## src/rtl/core/all_pairs_shortest_path_macros.svh

```systemverilog
// Assertion macros used by the shortest path top level
`ifndef ALL_PAIRS_SHORTEST_PATH_MACROS_SVH
`define ALL_PAIRS_SHORTEST_PATH_MACROS_SVH

// Check a condition on every clock edge outside reset
`define APSP_ASSERT_HOLDS(label, cond) \
    label: assert property (@(posedge clk) disable iff (!rst_n) (cond)) \
        else $error("apsp assertion failed");

// Check that a condition implies another in the same cycle
`define APSP_ASSERT_IMPLIES(label, ante, cons) \
    label: assert property (@(posedge clk) disable iff (!rst_n) (ante) |-> (cons)) \
        else $error("apsp assertion failed");

// Check that a condition implies another in the next cycle
`define APSP_ASSERT_NEXT(label, ante, cons) \
    label: assert property (@(posedge clk) disable iff (!rst_n) (ante) |=> (cons)) \
        else $error("apsp assertion failed");

`endif

```

## src/rtl/core/apsp_ram.sv

```systemverilog
// Generic synchronous RAM, one write port and two registered read ports
`timescale 1ns / 1ps
`default_nettype none

module apsp_ram #(
    parameter int WIDTH = 8,
    parameter int DEPTH = 16
) (
    input  wire logic                     clk,
    input  wire logic                     we,
    input  wire logic [$clog2(DEPTH)-1:0] waddr,
    input  wire logic [WIDTH-1:0]         wdata,
    input  wire logic                     a_en,
    input  wire logic [$clog2(DEPTH)-1:0] a_addr,
    output logic      [WIDTH-1:0]         a_q,
    input  wire logic                     b_en,
    input  wire logic [$clog2(DEPTH)-1:0] b_addr,
    output logic      [WIDTH-1:0]         b_q
);

    logic [WIDTH-1:0] mem [DEPTH];

    always_ff @(posedge clk)
    begin
        if (we)
        begin
            mem[waddr] <= wdata;
        end
        if (a_en)
        begin
            a_q <= mem[a_addr];
        end
        if (b_en)
        begin
            b_q <= mem[b_addr];
        end
    end

endmodule

`default_nettype wire

```

## config.mk

```make
export PLATFORM = sky130hd
export DESIGN_NAME = apsp_ram
export DESIGN_NICKNAME = d
export VERILOG_FILES = /design/src/rtl/core/all_pairs_shortest_path_macros.svh /design/src/rtl/core/apsp_ram.sv
export SDC_FILE = /design/constraint.sdc
export NUM_CORES = 1
export LEC_CHECK = 0
export ABC_AREA = 1
export BUFFER_PORTS_ARGS = -buffer_cell sky130_fd_sc_hd__clkbuf_2
export CAP_MARGIN = 10
export CORE_UTILIZATION = 60
export CTS_CLUSTER_SIZE = 16
export DETAILED_ROUTE_END_ITERATION = 12
export GPL_ROUTABILITY_DRIVEN = 0
export GPL_TIMING_DRIVEN = 0
export PLACE_DENSITY = 0.79
export SYNTH_ARGS = -nofsm -noshare
export SYNTH_HDL_FRONTEND = slang
export SYNTH_SLANG_ARGS = --single-unit
```

## constraint.sdc

```tcl
create_clock -name clk -period 1.65 [get_ports clk]
set_input_delay 0.0825 -clock clk [delete_from_list [all_inputs] [get_ports clk]]
set_output_delay 0.0825 -clock clk [all_outputs]
set_load 0.1 [all_outputs]
```

==> run_results.csv <==
group,metric,value,unit
global_route,grt_max_degree,17,
synthesis,ys_seq_area_frac,0.583,
drt,via_count,6484,
placement,place_ws,-0.00424,ns
setup_path,worstSetupPathType,"reg2reg",
die,core-area,12000,µm²
power,seq_power_share,0.458,
synthesis,ys_types,12,
run,max-cap-violations,0,
setup_path,crit_chain,"inv_1, nand2_1, nand3_1, nand3_1, nand3_1, nand2_1",
synthesis,syn-num-nets,875,
final_layout,num_antenna_cells,0,
setup_path,start_kind,"flip-flop",
drt,drc,0,
power,ir_drop,0.787,mV
die,die_h,113,µm
synthesis,syn_inst,851,
timing,grt_setup_unrepaired,"false",
clock_tree,post-cts-setup-buffer-count,0,
global_route,grt_pass1_wl,32300,µm
die,initial_core_util,0.618,
synthesis,yosysMostFrequentCell,"nand2_1",
final_layout,num-fill-cells,931,
die,dieWidth,113,µm
power,pwr-share-clk,0.415,
clock_tree,h-tree-depth,4,
synthesis,ys_ff_latch,144,
die,num_rows,40,
min_path,hp-class,"in2reg",
synthesis,synth_warnings,0,
clock_tree,ctsHoldBuffers,1,
final_layout,syn_to_final_growth,12.6,%
setup_path,r2r-start,"mem[1][2]",
timing,skew,0.00766,ns
timing,whs,0.00162,ns
global_route,antenna_found_initial,0,
timing,worst-slew-pin-transition,1.11,ns
setup_path,path_delay_family,"simple AND/OR/NAND/NOR gates",
setup_path,cp.required,1.82,ns
power,power_frac_comb,0.127,
drt,drt_first_pass_iters,9,
clock_tree,cts-resized-gates,0,
min_path,min_from,"b_en",
drt,vias_per_cell,6.10,
final_layout,drive_gt1_frac,0.117,
synthesis,ys_top_cells_by_count,"nand2_1 (277), nand3_1 (225), edfxtp_1 (144)",
clock_tree,cts-root-buf,"clkbuf_16",
timing,hold_violations,0,
synthesis,yosysTopAreaCellShare,0.583,
synthesis,ys.flop_type,"edfxtp_1",
setup_path,crit_top_cell,"nand3_1",
power,p_leak,0.00379,µW
placement,dpl.hpwl,14600,µm
setup_path,path_max_fanout,2,
timing,fin_crit_sh,0.805,
setup_path,cp.buffers_inverters,1,
synthesis,synth-edff-count,144,
clock_tree,cts_tree,"built",
die,dieArea,12800,µm²
timing,finalSetupTns,0,ns
synthesis,async_flop_share,0,
synthesis,syn_area_per_cell,8.72,µm²
timing,finalSetupViolCount,0,
run_status,status,"finished clean",
timing,period_minus_slack,1.33,ns
clock_tree,cts_buffer_depth,2,
timing,fmax,753,MHz
timing,max_slew_margin,0.257,
power,p_sw,2330,µW
setup_path,critical_path.max_stage_delay,0.36,ns
drt,drt-total-wl,21800,µm
timing,setup_slack,0.322,ns
setup_path,critPathLaunch,"mem[1][2]",
die,num_io_pins,40,
timing,drv_slew,0,
global_route,grt.overflow.total,0,
setup_path,endpoint_kind,"flip-flop",
global_route,track_usage,0.355,
power,intPower,6760,µW
power,sw_frac_of_total,0.257,
placement,port_buffers,33,
clock_tree,clk_latency,0.44,ns
clock_tree,cts.clk_slew.worst_paths,0.06,ns
global_route,grt_pass1_vias,5830,
setup_path,cpMaxStageDelayCell,"edfxtp_1",
final_layout,utilization,0.696,
synthesis,netlist_area,7420,µm²
drt,postRouteAntennaNets,0,
synthesis,synthTopCellsByArea,"edfxtp_1 (58%), nand3_1 (15%), nand2_1 (14%), inv_1 (6.8%), buf_6 (2.1%)",
final_layout,finalNetCount,928,
clock_tree,cts_buffers,17,
clock_tree,clock_sinks,144,
setup_path,critPathArrivalTime,1.50,ns
synthesis,synth_top_area_cell,"edfxtp_1",
drt,wl_per_cell,20.5,µm
power,p_per_area,1090,nW/µm²
drt,drt-initial-drc-count,1369,
## power by group through the flow
stage	clock network, µW	registers, µW	logic [µW]
finish	3780	4160	1150
global route	3930	4170	1190
CTS	3780	4160	1100
detailed placement	0	4240	1090
global placement	0	4230	1090
floorplan	0	4480	514
## metrics by stage
stage | total power [µW] | cell area, µm² | std cells
6_report | 9090 | 8360 | 1063
5_1_grt | 9300 | 8360 | 1063
4_1_cts | 9040 | 8360 | 1063
3_5_place_dp | 5330 | 7770 | 1031
3_3_place_gp | 5320 | 7770 | 1031
2_1_floorplan | 4990 | 7420 | 851
## cell type report
| class | instances | area (µm²) | share of cell area |
|---|---|---|---|
| multi-input combinational | 521 | 2240 | 0.269 |
| inverter | 138 | 518 | 0.0620 |
| clock inverter | 11 | 141 | 0.0169 |
| clock buffer | 20 | 437 | 0.0523 |
| sequential | 144 | 4320 | 0.517 |
| timing repair buffer | 34 | 175 | 0.0210 |
| buffer | 48 | 333 | 0.0398 |
| tap | 147 | 184 | 0.0220 |
## cells in the final DEF (no fill, tap or decap), drive strengths merged
| master | count |
|---|---|
| bufinv | 3 |
| dlygate4sd3 | 1 |
| nor2 | 17 |
| nand3 | 225 |
| buf | 45 |
| clkbuf | 56 |
| nand3b | 2 |
| nand2 | 277 |
| edfxtp | 144 |
| inv | 138 |
| clkinvlp | 4 |
| clkinv | 4 |
## per-layer routing
| layer | GRT usage | share of wire | vias up |
|---|---|---|---|
| li1 | - | - | 2869 |
| met1 | 0.486 | 0.37 | 2876 |
| met2 | 0.503 | 0.42 | 610 |
| met3 | 0.109 | 0.16 | 129 |
| met4 | 0.204 | 0.060 | 0 |
| met5 | 0 | 0 | - |
## path summary, 6_finish.rpt
check | depth (start not counted) | to | slack (ns)
setup / recovery | 6 | a_q[2] | 0.32
hold / removal | 1 | b_q[2] | 0.002
setup reg to reg | 6 | a_q[2] | 0.32
hold reg to reg | 6 | b_q[7] | 0.79
## logic make-up (layout without fill, tap and decap cells)
family	Yosys count	in the layout	synth area share
DFF	144	144	0.583
and+or+nand+nor	521	521	0.303
buffers and inverters	186	251	0.115
## registers in the layout, summed over array words and instances, names as in the netlist
register  count
mem         128
b_q           8
a_q           8
Note: power is estimated with default switching activity, not from simulation.
