<file path="src/rtl/core/all_pairs_shortest_path_macros.svh">
// Assertion macros used by the shortest path top level
`ifndef ALL_PAIRS_SHORTEST_PATH_MACROS_SVH
`define ALL_PAIRS_SHORTEST_PATH_MACROS_SVH

// Check a condition on every clock edge outside reset
`define APSP_ASSERT_HOLDS(label, cond) \
    label: assert property (@(posedge clk) disable iff (!rst_n) (cond)) \
        else $error("apsp assertion failed");

// Check that a condition implies another in the same cycle
`define APSP_ASSERT_IMPLIES(label, ante, cons) \
    label: assert property (@(posedge clk) disable iff (!rst_n) (ante) |-> (cons)) \
        else $error("apsp assertion failed");

// Check that a condition implies another in the next cycle
`define APSP_ASSERT_NEXT(label, ante, cons) \
    label: assert property (@(posedge clk) disable iff (!rst_n) (ante) |=> (cons)) \
        else $error("apsp assertion failed");

`endif

</file>
<file path="src/rtl/core/apsp_pkg.sv">
// Shared types and constants of the shortest path block
`timescale 1ns / 1ps
`default_nettype none

package apsp_pkg;

    localparam int MAX_NODES   = 64;
    localparam int NODE_BITS   = 6;
    localparam int CNT_BITS    = 7;
    localparam int ADDR_BITS   = 2 * NODE_BITS;
    localparam int WEIGHT_BITS = 16;
    localparam int DIST_BITS   = 24;
    localparam int STORE_DEPTH = MAX_NODES * MAX_NODES;

    localparam logic [DIST_BITS-1:0] DIST_INF = {DIST_BITS{1'b1}};
    localparam logic [CNT_BITS-1:0]  NODE_COUNT_RESET = CNT_BITS'(MAX_NODES);

    localparam logic [1:0] MODE_WRITE = 2'd0;
    localparam logic [1:0] MODE_RUN   = 2'd1;
    localparam logic [1:0] MODE_READ  = 2'd2;

    typedef struct packed {
        logic                 a_en;
        logic [ADDR_BITS-1:0] a_addr;
        logic                 b_en;
        logic [ADDR_BITS-1:0] b_addr;
        logic                 we;
        logic [ADDR_BITS-1:0] waddr;
        logic [DIST_BITS-1:0] wdata;
    } ram_req_t;

    typedef struct packed {
        logic busy;
        logic done_req;
    } ctrl_stat_t;

    typedef struct packed {
        logic                 done_res;
        logic                 unreachable;
        logic [DIST_BITS-1:0] distance;
    } res_t;

endpackage

`default_nettype wire

</file>
<file path="src/rtl/core/apsp_resq.sv">
// Two-entry result queue in front of the master port
`timescale 1ns / 1ps
`default_nettype none

module apsp_resq (
    input  wire logic          clk,
    input  wire logic          rst_n,
    input  wire logic          push,
    input  wire apsp_pkg::res_t push_data,
    input  wire logic          pop,
    output logic               valid,
    output apsp_pkg::res_t     data,
    output logic [1:0]         cnt
);

    apsp_pkg::res_t mem_reg [2];
    logic           wr_ptr_reg;
    logic           wr_ptr_next;
    logic           rd_ptr_reg;
    logic           rd_ptr_next;
    logic [1:0]     cnt_reg;
    logic [1:0]     cnt_next;

    always_comb
    begin
        wr_ptr_next = push ? ~wr_ptr_reg : wr_ptr_reg;
        rd_ptr_next = pop ? ~rd_ptr_reg : rd_ptr_reg;
        cnt_next    = cnt_reg + {1'b0, push} - {1'b0, pop};
    end

    always_ff @(posedge clk or negedge rst_n)
    begin
        if (!rst_n)
        begin
            wr_ptr_reg <= 1'b0;
            rd_ptr_reg <= 1'b0;
            cnt_reg    <= 2'd0;
        end
        else
        begin
            wr_ptr_reg <= wr_ptr_next;
            rd_ptr_reg <= rd_ptr_next;
            cnt_reg    <= cnt_next;
        end
    end

    always_ff @(posedge clk)
    begin
        if (push)
        begin
            mem_reg[wr_ptr_reg] <= push_data;
        end
    end

    assign valid = (cnt_reg != 2'd0);
    assign data  = mem_reg[rd_ptr_reg];
    assign cnt   = cnt_reg;

endmodule

`default_nettype wire

</file>
<file path="config.mk">
export PLATFORM = sky130hd
export DESIGN_NAME = apsp_resq
export DESIGN_NICKNAME = d
export VERILOG_FILES = /design/src/rtl/core/all_pairs_shortest_path_macros.svh /design/src/rtl/core/apsp_pkg.sv /design/src/rtl/core/apsp_resq.sv
export SDC_FILE = /design/constraint.sdc
export NUM_CORES = 1
export LEC_CHECK = 0
export ABC_AREA = 1
export BUFFER_PORTS_ARGS = -buffer_cell sky130_fd_sc_hd__buf_2
export CAP_MARGIN = 25
export CORE_UTILIZATION = 40
export CTS_CLUSTER_DIAMETER = 120
export DETAILED_ROUTE_END_ITERATION = 10
export SYNTH_ARGS = -nofsm -noshare
export SYNTH_HDL_FRONTEND = slang
export SYNTH_SLANG_ARGS = --single-unit
</file>
<file path="constraint.sdc">
create_clock -name clk -period 2.7 [get_ports clk]
set_clock_uncertainty 0.15 [all_clocks]
set_input_delay 0.54 -clock clk [delete_from_list [all_inputs] [get_ports clk]]
set_output_delay 0.54 -clock clk [all_outputs]
set_load 0.02 [all_outputs]
</file>
==> Flow_metrics.wiki <==
{| class="wikitable"
! Metric !! Value
|-
| Core utilization of the finished layout || 0.518
|-
| Arrival time reported for the critical path endpoint || 1.47 ns
|-
| Register-to-register setup slack || 1.23 ns
|-
| Standard-cell rows || 26
|-
| Post-route DRC violation count || 0
|-
| FF-to-FF Start || wr_ptr_reg
|-
| Number of global-route vias before repair || 1256
|-
| Depth of the worst register-to-register path || 3
|-
| Core area || 5270 um2
|-
| Growth of design area from synthesis to finish || 21.3%
|-
| Hold violation total from the final report || 0
|-
| Number of max-cap violations || 0
|-
| IO Pins || 59
|-
| Worst hold path type || input port to register
|-
| Fill count || 480
|-
| Unique masters post-synth || 13
|-
| Cell chosen for the clock root || clkbuf_8
|-
| Syn_nets || 192
|-
| Port Buf Inserts || 58
|-
| Static Leakage || 1.19 nW
|-
| WS Path Type || register to primary output
|-
| Post-CTS setup buffers || 0
|-
| Gate count of the mapped netlist || 160
|-
| GRT Overall Usage || 0.125
|-
| Max-slew violation count || 0
|-
| Worst path buffer plus inverter count || 2
|-
| Synthesis warning total || 0
|-
| Shortest period the worst path allows || 2.16 ns
|-
| Number of cells on the critical path || 4
|-
| Number of DRC markers in iteration 0 || 37
|-
| Critical Path, Cell by Cell || buf_12, nand2_1, o21ai_2, buf_2
|-
| Maximum number of pins on one net before global-route repair || 43
|-
| Clock tree from TritonCTS || yes
|-
| Starting utilization of the core area || 0.427
|-
| Part of the Yosys area used for sequential elements || 0.739
|-
| Number of flip-flops in the largest register || 52
|-
| Sum Neg Setup Slack || 0 ns
|-
| CP startpoint kind || register
|-
| Width of the die || 77.0 um
|-
| Antenna-violating nets left || 0
|-
| Wire length of the first global-routing pass || 5550 um
|-
| Worst Setup SP || rd_ptr_reg
|-
| Total clock sinks || 56
|-
| Clock transition at the register clock pins on the worst setup and hold paths after CTS || 0.09 ns
|-
| Total via count after detailed routing || 1290
|-
| Highest achievable clock rate || 464 MHz
|-
| Antenna cells || 0
|-
| Most common cell after layout, fill and taps aside || buf_2
|-
| Clock latency of the later-clocked register in the worst-skew pair || 0.30 ns
|-
| Synthesis-stage register bit count || 56
|-
| CP max FO || 42
|-
| Slowest stage cell on the critical path || dfrtp_2
|-
| Post-detailed-placement half-perimeter wirelength || 2250 um
|-
| Final RePlAce weighted congestion || 0.697
|-
| Die Span Y || 77.0 um
|-
| WP data required || 2.01 ns
|-
| Cell Area, Synth || 2250 um2
|-
| Peak ir drop on the vdd network || 0.483 mV
|-
| Antenna violations before repair || 0
|-
| Total detailed-routing wirelength || 3350 um
|-
| NumNets Final || 255
|-
| Average wire length per cell after detail routing || 11.4 um
|-
| Resize count post-CTS || 0
|-
| Crit. End Element || primary output
|-
| Capturing instance or port of the critical path || data[4]
|-
| Worst path top cell family by delay || flip-flops
|-
| Transition at the pin with the smallest max-transition slack || 0.405 ns
|-
| Commonest cells after routing, fill and taps aside || buf_2, edfxtp_1, inv_1, nand2_1, o21ai_2
|-
| Final period utilization || 0.798
|-
| Level count of the clock H-tree || 2
|-
| Placed Cells || 285
|-
| Capture instance of the worst register-to-register path || mem_reg[1][18]
|-
| Power density of the placed cells || 1060 nW/um2
|-
| Fraction of final layout cells sized beyond drive strength 1 || 0.420
|-
| Synthesized area per cell || 14.1 um2
|-
| TritonCTS Buffers || 5
|-
| Gr ovfl total || 0
|-
| Delay of the slowest critical-path stage || 0.53 ns
|-
| Non-filler cells in the finished layout || 294
|-
| Maximum buffer depth of the clock tree || 2
|-
| Drt via density || 4.39
|-
| RSZ-0062 raised after global routing || no
|-
| Iteration count of the initial detailed-routing pass || 4
|-
| Setup Viol. Count Final || 0
|-
| Tightest slew margin relative to the limit || 0.729
|-
| Floorplan die area || 5930 um2
|-
| Outcome || finished clean
|}
-- area by class of cell --
class | count | area, um2 | share of cell area
sequential | 56 | 1660 | 0.610
tap | 70 | 87.6 | 0.0321
inverter | 33 | 124 | 0.0454
multi-input combinational | 65 | 394 | 0.144
clock buffer | 5 | 68.8 | 0.0252
timing repair buffer | 62 | 348 | 0.128
clock inverter | 3 | 42.5 | 0.0156
-- through the flow --
stage	instance area, um2	hold slack, ns	setup slack (ns)	total power, mW
floorplan	2250	0.0944	0.462	2.10
global placement	2610	0.205	0.888	2.37
detailed placement	2610	0.210	0.870	2.39
CTS	2730	0.258	0.521	2.92
global route	2730	0.252	0.429	3.06
finish	2730	0.268	0.544	2.88
-- where the power goes --
group / total [mW] / internal, mW / switching, mW
logic: 1.11 / 0.377 / 0.736
clock network: 0.531 / 0.274 / 0.256
registers: 1.24 / 1.16 / 0.0802
total: 2.88 / 1.81 / 1.07
-- synthesized netlist by cell type (all sizes together) --
| cell type | n | area (um2) |
|---|---|---|
| nand3 | 1 | 5.00 |
| dfrtp | 4 | 100 |
| xor2 | 2 | 17.5 |
| nor2 | 1 | 3.75 |
| buf | 6 | 71.3 |
| edfxtp | 52 | 1560 |
| inv | 33 | 124 |
| o21ai | 26 | 216 |
| nand2 | 33 | 124 |
| ha | 2 | 25.0 |
-- how the worst min path moves through the flow --
stage / startpoint / endpoint / slack [ns] / cells past startpoint
2_1_floorplan: rst_n / cnt[0] / 0.09 / 0
3_3_place_gp: rst_n / cnt[0] / 0.21 / 1
3_5_place_dp: rst_n / cnt[0] / 0.21 / 1
4_1_cts: push_data[25] / mem_reg[0][25] / 0.26 / 1
5_1_grt: push_data[9] / mem_reg[0][9] / 0.25 / 1
6_report: push_data[9] / mem_reg[0][9] / 0.27 / 1
-- what timing repair did --
item / 4_1_cts / 5_1_grt
endpoints found under the hold margin: 4 / 0
hold buffers: 1 / 0
setup endpoints to repair: 0 / 0
-- kinds of logic after synthesis --
| group | after synthesis | share of synthesized area |
|---|---|---|
| flops | 56 | 0.739 |
| buf+inv | 39 | 0.0868 |
| simple gates | 35 | 0.0590 |
| compound gates | 26 | 0.0963 |
| xor+xnor | 2 | 0.00779 |
| fa+ha+maj | 2 | 0.0111 |
-- per-layer routing --
metal,up-vias,GRT usage,wire length [um]
met2,41,0.214,1630
li1,658,-,-
met4,0,0.0509,53
met5,-,0,0
met1,585,0.142,1440
met3,6,0.0440,226
-- worst reg2reg max path: cells and delay by family (launching register included) --
family | cells | cell delay (ns)
buffers and inverters | 2 | 0.53
DFF | 1 | 0.40
and+or+nand+nor | 1 | 0.06
(Power assumes the default switching activity.)
