--- config.mk ---
export PLATFORM = sky130hd
export DESIGN_NAME = apsp_ctrl
export DESIGN_NICKNAME = d
export VERILOG_FILES = /design/src/rtl/core/all_pairs_shortest_path_macros.svh /design/src/rtl/core/apsp_pkg.sv /design/src/rtl/core/apsp_ctrl.sv
export SDC_FILE = /design/constraint.sdc
export NUM_CORES = 1
export LEC_CHECK = 0
export ABC_AREA = 0
export BUFFER_PORTS_ARGS = -buffer_cell sky130_fd_sc_hd__buf_2
export CELL_PAD_IN_SITES_DETAIL_PLACEMENT = 1
export CELL_PAD_IN_SITES_GLOBAL_PLACEMENT = 1
export CORE_UTILIZATION = 30
export CTS_CLUSTER_DIAMETER = 80
export DETAILED_ROUTE_END_ITERATION = 12
export PLACE_DENSITY_LB_ADDON = 0.12
export SYNTH_ARGS = -nofsm -noshare
export SYNTH_HDL_FRONTEND = slang
export SYNTH_SLANG_ARGS = --single-unit
--- constraint.sdc ---
create_clock -name clk -period 4.4 [get_ports clk]
set_input_delay 0.66 -clock clk [delete_from_list [all_inputs] [get_ports clk]]
set_output_delay 0.66 -clock clk [all_outputs]
set_load 0.01 [all_outputs]
--- src/rtl/core/all_pairs_shortest_path_macros.svh ---
// Assertion macros used by the shortest path top level
`ifndef ALL_PAIRS_SHORTEST_PATH_MACROS_SVH
`define ALL_PAIRS_SHORTEST_PATH_MACROS_SVH

// Check a condition on every clock edge outside reset
`define APSP_ASSERT_HOLDS(label, cond) \
    label: assert property (@(posedge clk) disable iff (!rst_n) (cond)) \
        else $error("apsp assertion failed");

// Check that a condition implies another in the same cycle
`define APSP_ASSERT_IMPLIES(label, ante, cons) \
    label: assert property (@(posedge clk) disable iff (!rst_n) (ante) |-> (cons)) \
        else $error("apsp assertion failed");

// Check that a condition implies another in the next cycle
`define APSP_ASSERT_NEXT(label, ante, cons) \
    label: assert property (@(posedge clk) disable iff (!rst_n) (ante) |=> (cons)) \
        else $error("apsp assertion failed");

`endif

--- src/rtl/core/apsp_pkg.sv ---
// Shared types and constants of the shortest path block
`timescale 1ns / 1ps
`default_nettype none

package apsp_pkg;

    localparam int MAX_NODES   = 64;
    localparam int NODE_BITS   = 6;
    localparam int CNT_BITS    = 7;
    localparam int ADDR_BITS   = 2 * NODE_BITS;
    localparam int WEIGHT_BITS = 16;
    localparam int DIST_BITS   = 24;
    localparam int STORE_DEPTH = MAX_NODES * MAX_NODES;

    localparam logic [DIST_BITS-1:0] DIST_INF = {DIST_BITS{1'b1}};
    localparam logic [CNT_BITS-1:0]  NODE_COUNT_RESET = CNT_BITS'(MAX_NODES);

    localparam logic [1:0] MODE_WRITE = 2'd0;
    localparam logic [1:0] MODE_RUN   = 2'd1;
    localparam logic [1:0] MODE_READ  = 2'd2;

    typedef struct packed {
        logic                 a_en;
        logic [ADDR_BITS-1:0] a_addr;
        logic                 b_en;
        logic [ADDR_BITS-1:0] b_addr;
        logic                 we;
        logic [ADDR_BITS-1:0] waddr;
        logic [DIST_BITS-1:0] wdata;
    } ram_req_t;

    typedef struct packed {
        logic busy;
        logic done_req;
    } ctrl_stat_t;

    typedef struct packed {
        logic                 done_res;
        logic                 unreachable;
        logic [DIST_BITS-1:0] distance;
    } res_t;

endpackage

`default_nettype wire

--- src/rtl/core/apsp_ctrl.sv ---
// Closure sequencer: walks k, i, j and updates the store read-modify-write
`timescale 1ns / 1ps
`default_nettype none

module apsp_ctrl (
    input  wire logic                                clk,
    input  wire logic                                rst_n,
    input  wire logic                                start,
    input  wire logic [apsp_pkg::CNT_BITS-1:0]       node_count,
    input  wire logic [apsp_pkg::DIST_BITS-1:0]      a_q,
    input  wire logic [apsp_pkg::DIST_BITS-1:0]      b_q,
    input  wire logic                                done_ack,
    output apsp_pkg::ram_req_t                       req,
    output apsp_pkg::ctrl_stat_t                     stat
);

    localparam logic [2:0] ST_IDLE  = 3'd0;
    localparam logic [2:0] ST_LEAD  = 3'd1;
    localparam logic [2:0] ST_SWEEP = 3'd2;
    localparam logic [2:0] ST_DRAIN = 3'd3;
    localparam logic [2:0] ST_DONE  = 3'd4;

    localparam int NB = apsp_pkg::NODE_BITS;
    localparam int DB = apsp_pkg::DIST_BITS;

    logic [2:0]                       state_reg;
    logic [2:0]                       state_next;
    logic [NB-1:0]                    k_reg;
    logic [NB-1:0]                    k_next;
    logic [NB-1:0]                    i_reg;
    logic [NB-1:0]                    i_next;
    logic [NB-1:0]                    j_reg;
    logic [NB-1:0]                    j_next;
    logic [NB-1:0]                    last_reg;
    logic [NB-1:0]                    last_next;
    logic                             st_v_reg;
    logic                             st_v_next;
    logic [apsp_pkg::ADDR_BITS-1:0]   st_addr_reg;
    logic [DB-1:0]                    dik_reg;
    logic [apsp_pkg::CNT_BITS-1:0]    n_eff;
    logic [DB:0]                      sum;
    logic [DB-1:0]                    via;
    logic                             wr_en;

    always_comb
    begin
        n_eff = (node_count > apsp_pkg::CNT_BITS'(apsp_pkg::MAX_NODES))
              ? apsp_pkg::CNT_BITS'(apsp_pkg::MAX_NODES) : node_count;
        sum   = {1'b0, dik_reg} + {1'b0, a_q};
        if (dik_reg == apsp_pkg::DIST_INF || a_q == apsp_pkg::DIST_INF
            || sum >= {1'b0, apsp_pkg::DIST_INF})
        begin
            via = apsp_pkg::DIST_INF;
        end
        else
        begin
            via = sum[DB-1:0];
        end
        wr_en = st_v_reg && (via < b_q);
    end

    always_comb
    begin
        state_next = state_reg;
        k_next     = k_reg;
        i_next     = i_reg;
        j_next     = j_reg;
        last_next  = last_reg;
        st_v_next  = 1'b0;
        req.a_en   = 1'b0;
        req.a_addr = {i_reg, k_reg};
        req.b_en   = 1'b0;
        req.b_addr = {i_reg, j_reg};
        req.we     = wr_en;
        req.waddr  = st_addr_reg;
        req.wdata  = via;
        unique case (state_reg)
            ST_IDLE:
            begin
                if (start)
                begin
                    k_next    = '0;
                    i_next    = '0;
                    j_next    = '0;
                    last_next = NB'(n_eff - 1'b1);
                    state_next = (n_eff == '0) ? ST_DONE : ST_LEAD;
                end
            end
            ST_LEAD:
            begin
                req.a_en   = 1'b1;
                j_next     = '0;
                state_next = ST_SWEEP;
            end
            ST_SWEEP:
            begin
                req.a_en   = 1'b1;
                req.a_addr = {k_reg, j_reg};
                req.b_en   = 1'b1;
                st_v_next  = 1'b1;
                j_next     = j_reg + 1'b1;
                if (j_reg == last_reg)
                begin
                    if (i_reg == last_reg)
                    begin
                        i_next = '0;
                        if (k_reg == last_reg)
                        begin
                            state_next = ST_DRAIN;
                        end
                        else
                        begin
                            k_next     = k_reg + 1'b1;
                            state_next = ST_LEAD;
                        end
                    end
                    else
                    begin
                        i_next     = i_reg + 1'b1;
                        state_next = ST_LEAD;
                    end
                end
            end
            ST_DRAIN:
            begin
                state_next = ST_DONE;
            end
            ST_DONE:
            begin
                if (done_ack)
                begin
                    state_next = ST_IDLE;
                end
            end
            default:
            begin
                state_next = ST_IDLE;
            end
        endcase
    end

    always_ff @(posedge clk or negedge rst_n)
    begin
        if (!rst_n)
        begin
            state_reg <= ST_IDLE;
            k_reg     <= '0;
            i_reg     <= '0;
            j_reg     <= '0;
            last_reg  <= '0;
            st_v_reg  <= 1'b0;
        end
        else
        begin
            state_reg <= state_next;
            k_reg     <= k_next;
            i_reg     <= i_next;
            j_reg     <= j_next;
            last_reg  <= last_next;
            st_v_reg  <= st_v_next;
        end
    end

    always_ff @(posedge clk)
    begin
        st_addr_reg <= {i_reg, j_reg};
        if (state_reg == ST_SWEEP && j_reg == '0)
        begin
            dik_reg <= a_q;
        end
    end

    assign stat.busy     = (state_reg != ST_IDLE);
    assign stat.done_req = (state_reg == ST_DONE);

endmodule

`default_nettype wire

==> flow_metrics.tcl, run 1 <==
set metrics [dict create \
    postRouteWirelength_um 17000 \
    antenna-diode-count 0 \
    yosysWarnings 0 \
    regToRegEndpoint "k_reg[5]" \
    die-area_um2 17000 \
    drc_errors 0 \
    timing.rr.start "state_reg[2]" \
    period_share 1.08 \
    first_iter_violations 108 \
    cts_tree "built" \
    numPortBuffers 123 \
    leakagePower_uw 0.00341 \
    grt_usage 0.206 \
    grt_setup_unrepaired "yes" \
    preCtsSetupSlack_ns -0.544 \
    hp-class "in2async" \
    cp.required_ns 3.74 \
    crit_path_start_kind "input pin" \
    gp_congestion 0.861 \
    worst-r2r-cell-count 8 \
    clkSinkCount 64 \
    powerDensity_nw_per_um2 569 \
    clk_pin_slew_ns 0.06 \
    status "finished with violations" \
    fin_area_um2 7260 \
    synth_cell_types 59 \
    antenna_found_initial 0 \
    grt_pass1_vias 5453 \
    vias 5246 \
    initial_core_util 0.309 \
    place_area_um2 6750 \
    vdd_drop_max_mv 0.273 \
    synthArstFlopShare 0.438 \
    drv_cap 0 \
    fin_skew_ns 0.00952 \
    grt_max_degree 29 \
    fp.dieH_um 130 \
    endpoint_kind "primary output" \
    syn_inst 592 \
    final_hold_viol_count 0 \
    io_pins 124 \
    tns_ns -0.350 \
    clk_path_buf_depth 2 \
    ys_seq_area_frac 0.336 \
    dr.pass1.iters 4 \
    wl_per_cell_um 16.1 \
    worstPathMaxFanout 5 \
    setup_ws_ns -0.350 \
    fmax_mhz 211 \
    layoutNonFillerInstCount 1053 \
    syn_area_per_cell_um2 8.36 \
    synthFlopType "dfrtp_1" \
    arrival_ns 4.09 \
    dpl.hpwl_um 13900 \
    yosysMostFrequentCell "nand2_1" \
    setup_viol 1 \
    synth_fp_nets 704 \
    synth_seq_cells 64 \
    synth_area_leaders "edfxtp_1 15%, dfrtp_1 14%, ha_1 13%, nand2_1 7.3%, dfxtp_1 4.9%" \
    power.total_uw 4130 \
    dp_cells 1028 \
    violations "setup timing" \
    core_um2 16000 \
    synth_edf_count 24 \
    htreeDepth 3 \
    avgViaCountPerCell 4.98 \
    finalCriticalPeriod_ns 4.75 \
    rows 46 \
    crit_type "in2out" \
    drt.antenna.violating_nets 0 \
    synthesis.area_um2 4950 \
    layout-drive-gt1-share 0.374 \
    clk_latency_ns 0.34 \
    relSlewSlack 0.483 \
    die_w_um 130 \
    cts_buffers 9 \
    grt_first_pass_wirelength_um 27300 \
    maxSlewViolCount 0 \
    synth_top_cell_area_share 0.146 \
    rrSetupSlack_ns 1.83 \
    largest_reg_flops 24 \
    cts-root-buf "clkbuf_16" \
    grt.overflow.total 0 \
    tightest_slew_ns 0.766 \
    synthTopCellsByCount "96 x nand2_1, 52 x ha_1, 46 x o21ai_0" \
    fin_nets 944 \
    synth_top_cell_by_area "edfxtp_1" \
    area_growth_pct 46.6 \
]
cell type report:
class	count	area, um2
fillers	1953	8740
multi-input cells	468	3300
flip-flops and latches	64	1660
repair buffers	253	1610
well taps	216	270
clock buffers	9	225
inverters	36	135
clock inverters	7	52.6
layer usage:
layer | vias to the layer above | global-route usage | share of wire
li1 | 2626 | - | -
met1 | 2493 | 0.250 | 0.45
met2 | 110 | 0.385 | 0.51
met3 | 17 | 0.0208 | 0.029
met4 | 0 | 0.0554 | 0.015
met5 | - | 0 | 0
power by group:
group / total (uW) / switching, uW / internal [uW]
Combinational: 2500 / 1310 / 1190
Sequential: 957 / 168 / 789
Clock: 668 / 282 / 386
Total: 4130 / 1760 / 2370
through the flow:
step           hold WS, ns  utilization
2_1_floorplan        0.364            -
3_5_place_dp         0.527        0.422
4_1_cts              0.378        0.449
3_3_place_gp         0.525        0.422
6_report             0.370        0.453
5_1_grt              0.430        0.453
kinds of logic (layout without fill, tap and decap cells):
kind of cell | count (synthesis) | in the layout | share of synthesized area
mux | 2 | 2 | 0.00430
flops | 64 | 64 | 0.336
xor+xnor | 39 | 39 | 0.0690
buf+inv | 60 | 305 | 0.0498
simple gates | 221 | 221 | 0.209
fa+ha+maj | 53 | 53 | 0.136
compound gates | 153 | 153 | 0.197
what timing repair did:
action,in CTS,in global routing
buffers inserted,8,2
resized for setup,21,12
setup endpoints to repair,1,1
hold buffers,0,0
pin swaps,20,11
layout by cell type, fill, tap and decap left out, drive strengths merged, types with 3 or more instances in the layout:
| master | count |
|---|---|
| a21oi | 39 |
| xnor2 | 24 |
| a31oi | 5 |
| a221oi | 3 |
| nand3 | 15 |
| nor3 | 12 |
| nor4 | 9 |
| nand4 | 19 |
| ha | 52 |
| buf | 253 |
| o21ai | 46 |
| or3 | 6 |
| a21o | 9 |
| o31ai | 8 |
| or4 | 3 |
| and3 | 3 |
| nand2 | 97 |
| nand2b | 7 |
| o31a | 3 |
| o211ai | 5 |
| edfxtp | 24 |
| inv | 40 |
| dfrtp | 28 |
| clkbuf | 9 |
| a211oi | 6 |
| dfxtp | 12 |
| nor2 | 37 |
| nor2b | 5 |
| o21a | 7 |
| xor2 | 15 |
critical path, cell delays in order:
cell and delay (ns):
buf_2 0.13, ha_1 0.31, a211oi_1 0.25, o21ai_1 0.15, o211ai_1 0.46, nand2_1 0.10, nor4_1 0.35, buf_4 0.18
o31ai_4 0.07, ha_2 0.18, or4b_4 0.48, a221oi_2 0.22, o31ai_2 0.13, o21ai_1 0.13, o211a_1 0.16, buf_2 0.12
how the worst max path moves through the flow:
stage	startpoint	depth (start not counted)	to
4_1_cts	dik_reg[0]	19	req[36]
5_1_grt	a_q[0]	19	req[36]
3_5_place_dp	a_q[0]	20	req[36]
3_3_place_gp	a_q[0]	19	req[36]
6_report	a_q[1]	16	req[36]
2_1_floorplan	a_q[0]	17	req[36]
No activity file was read; power rests on OpenSTA's default activity.
==> run 2: changes to the inputs <==
--- a/config.mk
+++ b/config.mk
@@ -13,6 +13,8 @@
 export CTS_CLUSTER_DIAMETER = 80
 export DETAILED_ROUTE_END_ITERATION = 12
 export PLACE_DENSITY_LB_ADDON = 0.12
+export SKIP_CTS_REPAIR_TIMING = 1
 export SYNTH_ARGS = -nofsm -noshare
 export SYNTH_HDL_FRONTEND = slang
 export SYNTH_SLANG_ARGS = --single-unit
+export TNS_END_PERCENT = 10
==> run 2 against run 1 <==
  * The flow still finishes with violations (setup timing)
  * Power decreased by 2.5%
  * Combinational power decreased by 4%
  * Hold slack about the same
  * Flip-flop and latch count unchanged
  * Clock skew decreased by 0.00084 ns
  * Non-clock buffer count decreased by 6
  * Maximum frequency decreased by 0.99%
  * Clock power about the same
  * Critical path depth increased by 4
  * Register-to-register slack about the same
  * Largest power group unchanged
==> flow_metrics.tcl, run 2 (synthesized netlist as in run 1, its figures left out) <==
set metrics [dict create \
    status "finished with violations" \
    violations "setup timing" \
    setup_viol 1 \
    cp.required_ns 3.74 \
    cp_slowest_cell "or4b_4" \
    maxSlewViolCount 0 \
    timing.rr.start "state_reg[2]" \
    dr.pass1.iters 4 \
    avgViaCountPerCell 4.97 \
    first_iter_violations 137 \
    layout_commonest_cell "buf_2" \
    finalCriticalPeriod_ns 4.80 \
    rrSetupSlack_ns 1.83 \
    io_pins 124 \
    final_hold_viol_count 0 \
    dpl.hpwl_um 13900 \
    endpoint_kind "primary output" \
    crit_type "in2out" \
    setup_ws_ns -0.397 \
    postRouteWirelength_um 16700 \
    cts_tree "built" \
    grt_first_pass_wirelength_um 26900 \
    fmax_mhz 208 \
    htreeDepth 3 \
    antenna_found_initial 0 \
    grt_usage 0.202 \
    clk_latency_ns 0.33 \
    period_share 1.09 \
    fin_area_um2 7120 \
    critPathBufInv 6 \
    fp.dieH_um 130 \
    slowest_delay_ns 0.51 \
    grt_max_degree 29 \
    fin_nets 938 \
    grt_pass1_vias 5423 \
    drv_cap 0 \
    vdd_drop_max_mv 0.271 \
    drt.antenna.violating_nets 0 \
    clk_pin_slew_ns 0.06 \
    hold_ws_ns 0.371 \
    crit_chain "buf_2 -> ha_4 -> inv_2 -> fa_2 -> nand2b_4 -> buf_6 -> a211oi_4 -> o31a_1 -> o31a_1 -> a211oi_2 -> buf_4 -> buf_12 -> o31ai_4 -> ha_2 -> or4b_4 -> a221oi_2 -> o31ai_1 -> o21ai_1 -> o211a_1 -> buf_6" \
    place_area_um2 6750 \
    wl_per_cell_um 15.9 \
    die_w_um 130 \
    fin_skew_ns 0.00868 \
    clkSinkCount 64 \
    regToRegEndpoint "k_reg[5]" \
    rows 46 \
    die-area_um2 17000 \
    layout_common_cells "122 x buf_2, 121 x buf_4, 94 x nand2_1, 47 x ha_1, 41 x o21ai_0" \
    final_util 0.445 \
    core_um2 16000 \
    drc_errors 0 \
    largest_reg_flops 24 \
    arrival_ns 4.14 \
    relSlewSlack 0.486 \
    numPortBuffers 123 \
    hp-class "in2async" \
    crit_family "compound AO/OA/AOI/OAI gates" \
    initial_core_util 0.309 \
    grt_setup_unrepaired "yes" \
    layout-drive-gt1-share 0.354 \
    tightest_slew_ns 0.761 \
    gp_congestion 0.861 \
    fillers 1955 \
    leakagePower_uw 0.00336 \
    cts-root-buf "clkbuf_16" \
    crit_path_start_kind "input pin" \
    clk_path_buf_depth 2 \
    grt.overflow.total 0 \
    cts_buffers 9 \
    worstPathMaxFanout 11 \
    vias 5207 \
    area_growth_pct 43.9 \
    worst-r2r-cell-count 8 \
    antenna-diode-count 0 \
    powerDensity_nw_per_um2 565 \
]
## run 2: cell count changes in the layout (fill, tap and decap cells not counted), moves of 2 or more
| cell | previous run | this run |
|---|---|---|
| o31ai_2 | 4 | 0 |
| o31ai_1 | 3 | 7 |
| ha_1 | 45 | 47 |
| ha_4 | 6 | 4 |
| buf_4 | 127 | 121 |
## run 2: how the worst max path moves through the flow
stage               start      end  slack (ns)  depth (start not counted)
2_1_floorplan      a_q[0]  req[36]       -0.05                         17
3_3_place_gp       a_q[0]  req[36]       -0.50                         19
5_1_grt        dik_reg[0]  req[36]       -0.62                         19
6_report           a_q[0]  req[36]       -0.40                         20
4_1_cts            a_q[0]  req[36]       -0.54                         20
3_5_place_dp       a_q[0]  req[36]       -0.54                         20
## run 2: metal layers
| metal | GRT usage | vias to the layer above | share of wire |
|---|---|---|---|
| li1 | - | 2613 | - |
| met3 | 0.0244 | 19 | 0.028 |
| met1 | 0.247 | 2469 | 0.45 |
| met4 | 0.0527 | 0 | 0.015 |
| met5 | 0 | - | 0 |
| met2 | 0.375 | 106 | 0.51 |
## run 2: final cells by class
class | instances | area (um2) | share of cell area
multi-input combinational | 468 | 3200 | 0.450
sequential | 64 | 1660 | 0.233
timing repair buffer | 247 | 1570 | 0.221
tap | 216 | 270 | 0.0380
clock buffer | 9 | 225 | 0.0316
inverter | 36 | 135 | 0.0190
clock inverter | 7 | 52.6 | 0.00738
## run 2: per-stage QoR
stage,power [uW],instances,worst slack (ns),TNS (ns)
6_report,4020,1047,-0.397,-0.397
5_1_grt,4360,1047,-0.624,-0.624
4_1_cts,4010,1044,-0.539,-0.539
3_5_place_dp,3330,1028,-0.544,-0.544
3_3_place_gp,3250,1028,-0.498,-0.498
2_1_floorplan,2250,592,-0.0462,-0.0462
## run 2: where the power goes
part	switching, uW	total [uW]	leakage [uW]	internal, uW
Sequential	167	957	0.000684	789
Clock	283	669	0.000133	386
Combinational	1260	2400	0.00254	1140
## run 2: worst reg2reg max path, cell delays in order, from the launching register on
cell and delay (ns):
dfrtp_1 0.45, nor2_1 0.09, nand2_2 0.38, inv_1 0.12
buf_4 0.24, o41a_1 0.19, or3_1 0.47, o31a_1 0.34
o21a_1 0.18
==> run 3: changes to the inputs <==
--- a/config.mk
+++ b/config.mk
@@ -9,7 +9,7 @@
 export BUFFER_PORTS_ARGS = -buffer_cell sky130_fd_sc_hd__buf_2
 export CELL_PAD_IN_SITES_DETAIL_PLACEMENT = 1
 export CELL_PAD_IN_SITES_GLOBAL_PLACEMENT = 1
-export CORE_UTILIZATION = 30
+export CORE_UTILIZATION = 36
 export CTS_CLUSTER_DIAMETER = 80
 export DETAILED_ROUTE_END_ITERATION = 12
 export PLACE_DENSITY_LB_ADDON = 0.12
==> run 3 against run 2 <==
  * The flow still finishes with violations (setup timing)
  * Critical path depth is the same
  * Global-route usage grew 3.4 points
  * Sequential share of layout area grew 0.34 points
  * Clock-buffer cell count grew 6
  * Register-to-register slack gained 0.04 ns
  * Largest cell class unchanged
==> flow_metrics.tcl, run 3 (synthesized netlist as in run 1, its figures left out) <==
set metrics [dict create \
    arrival_ns 4.13 \
    numPortBuffers 123 \
    hp-class "in2async" \
    gp_congestion 0.924 \
    cp.required_ns 3.74 \
    violations "setup timing" \
    fin_nets 929 \
    layout_commonest_cell "buf_2" \
    maxSlewViolCount 0 \
    drc_errors 0 \
    drv_cap 0 \
    grt_pass1_vias 5517 \
    io_pins 124 \
    setup_viol 1 \
    area_growth_pct 41.8 \
    layout-drive-gt1-share 0.345 \
    tns_ns -0.389 \
    clkSinkCount 64 \
    relSlewSlack 0.431 \
    grt_usage 0.237 \
    layout_common_cells "123 x buf_2, 113 x buf_4, 95 x nand2_1, 48 x ha_1, 40 x o21ai_0" \
    regArea_um2 1660 \
    clk_path_buf_depth 2 \
    rows 42 \
    powerDensity_nw_per_um2 575 \
    worstPathMaxFanout 8 \
    dpl.hpwl_um 13500 \
    crit_chain "buf_2 -> ha_4 -> inv_2 -> fa_2 -> nand2b_4 -> buf_6 -> a211oi_4 -> o31a_1 -> o31a_1 -> a211oi_2 -> buf_4 -> buf_12 -> o31ai_4 -> ha_2 -> or4b_4 -> a221oi_2 -> o31ai_1 -> o21ai_1 -> o211a_1 -> buf_2" \
    grt_first_pass_wirelength_um 26800 \
    crit_type "in2out" \
    endpoint_kind "primary output" \
    tightest_slew_ns 0.842 \
    setup_ws_ns -0.389 \
    avgViaCountPerCell 5.29 \
    cts_tree "built" \
    core_um2 13300 \
    wl_per_cell_um 16.4 \
    leakagePower_uw 0.00333 \
    status "finished with violations" \
    cts-root-buf "clkbuf_16" \
    fp.dieH_um 119 \
    vias 5278 \
    fin_skew_ns 0.00756 \
    slowest_delay_ns 0.51 \
    antenna-diode-count 0 \
    initial_core_util 0.371 \
    grt.overflow.total 0 \
    largest_reg_flops 24 \
    crit_path_start_kind "input pin" \
    grt_max_degree 29 \
    fillers 1648 \
    cts_buffers 9 \
    hold_ws_ns 0.367 \
    drt.antenna.violating_nets 0 \
    clk_latency_ns 0.33 \
    fmax_mhz 209 \
    cp_slowest_cell "or4b_4" \
    clk_pin_slew_ns 0.05 \
    period_share 1.09 \
    die_w_um 119 \
    first_iter_violations 110 \
    final_hold_viol_count 0 \
    dr.pass1.iters 4 \
    finalCriticalPeriod_ns 4.79 \
    vdd_drop_max_mv 0.265 \
    multiInputGateArea_um2 3200 \
    die-area_um2 14200 \
    postRouteWirelength_um 16400 \
    antenna_found_initial 0 \
    grt_setup_unrepaired "yes" \
    htreeDepth 3 \
]
[run 3: cell types whose count changed in the layout (fill, tap and decap cells not counted), sizes merged]
cell / previous run / this run
buf: 247 / 238
clkbuf: 9 / 15
inv: 40 / 36
clkinv: 1 / 0
clkinvlp: 2 / 1
[run 3: power breakdown]
| group | internal (uW) | leakage [uW] | switching (uW) |
|---|---|---|---|
| combinational | 1100 | 0.00250 | 1260 |
| clock | 462 | 0.000147 | 254 |
| sequential | 790 | 0.000684 | 169 |
[run 3: stage by stage]
step / total power [uW] / setup WS, ns / util / area [um2] / instances
after floorplan: 2250 / -0.0462 / - / 5070 / 592
after global placement: 3210 / -0.497 / 0.499 / 6650 / 982
after detailed placement: 3300 / -0.548 / 0.499 / 6650 / 982
after CTS: 4030 / -0.553 / 0.521 / 6960 / 998
after global routing: 4340 / -0.570 / 0.526 / 7020 / 998
final: 4040 / -0.389 / 0.526 / 7020 / 998
[run 3: routing by layer]
layer,GRT usage,vias to the layer above,part of all wire,routed length [um]
met5,0,-,0,0
met4,0.0759,0,0.017,285
met2,0.448,119,0.52,8500
met3,0.0235,28,0.029,483
li1,-,2592,-,-
met1,0.275,2539,0.44,7140
[run 3: cell type report]
class,count,area share
multi-input combinational,468,0.456
sequential,64,0.237
timing repair buffer,238,0.213
clock buffer,15,0.0426
tap,176,0.0314
inverter,36,0.0193
clock inverter,1,0.00107
[run 3: worst max-delay path, delay by kind of cell]
family                   cells  cell delay, ns
AO/OA/AOI/OAI                9            1.54
buffers and inverters        6            0.71
AND/OR/NAND/NOR              2            0.65
adder cells (fa/ha/maj)      3            0.55
[run 3: path summary, 6_finish.rpt]
kind | startpoint | end | slack (ns) | cells past startpoint
hold reg to reg | i_reg[5] | st_addr_reg[11] | 0.52 | 0
setup / recovery | a_q[0] | req[36] | -0.39 | 20
setup reg to reg | state_reg[0] | k_reg[5] | 1.87 | 9
max in group asynchronous | rst_n | k_reg[3] | 3.58 | 1
min in group clk | i_reg[5] | st_addr_reg[11] | 0.52 | 0
hold / removal | rst_n | j_reg[2] | 0.37 | 1
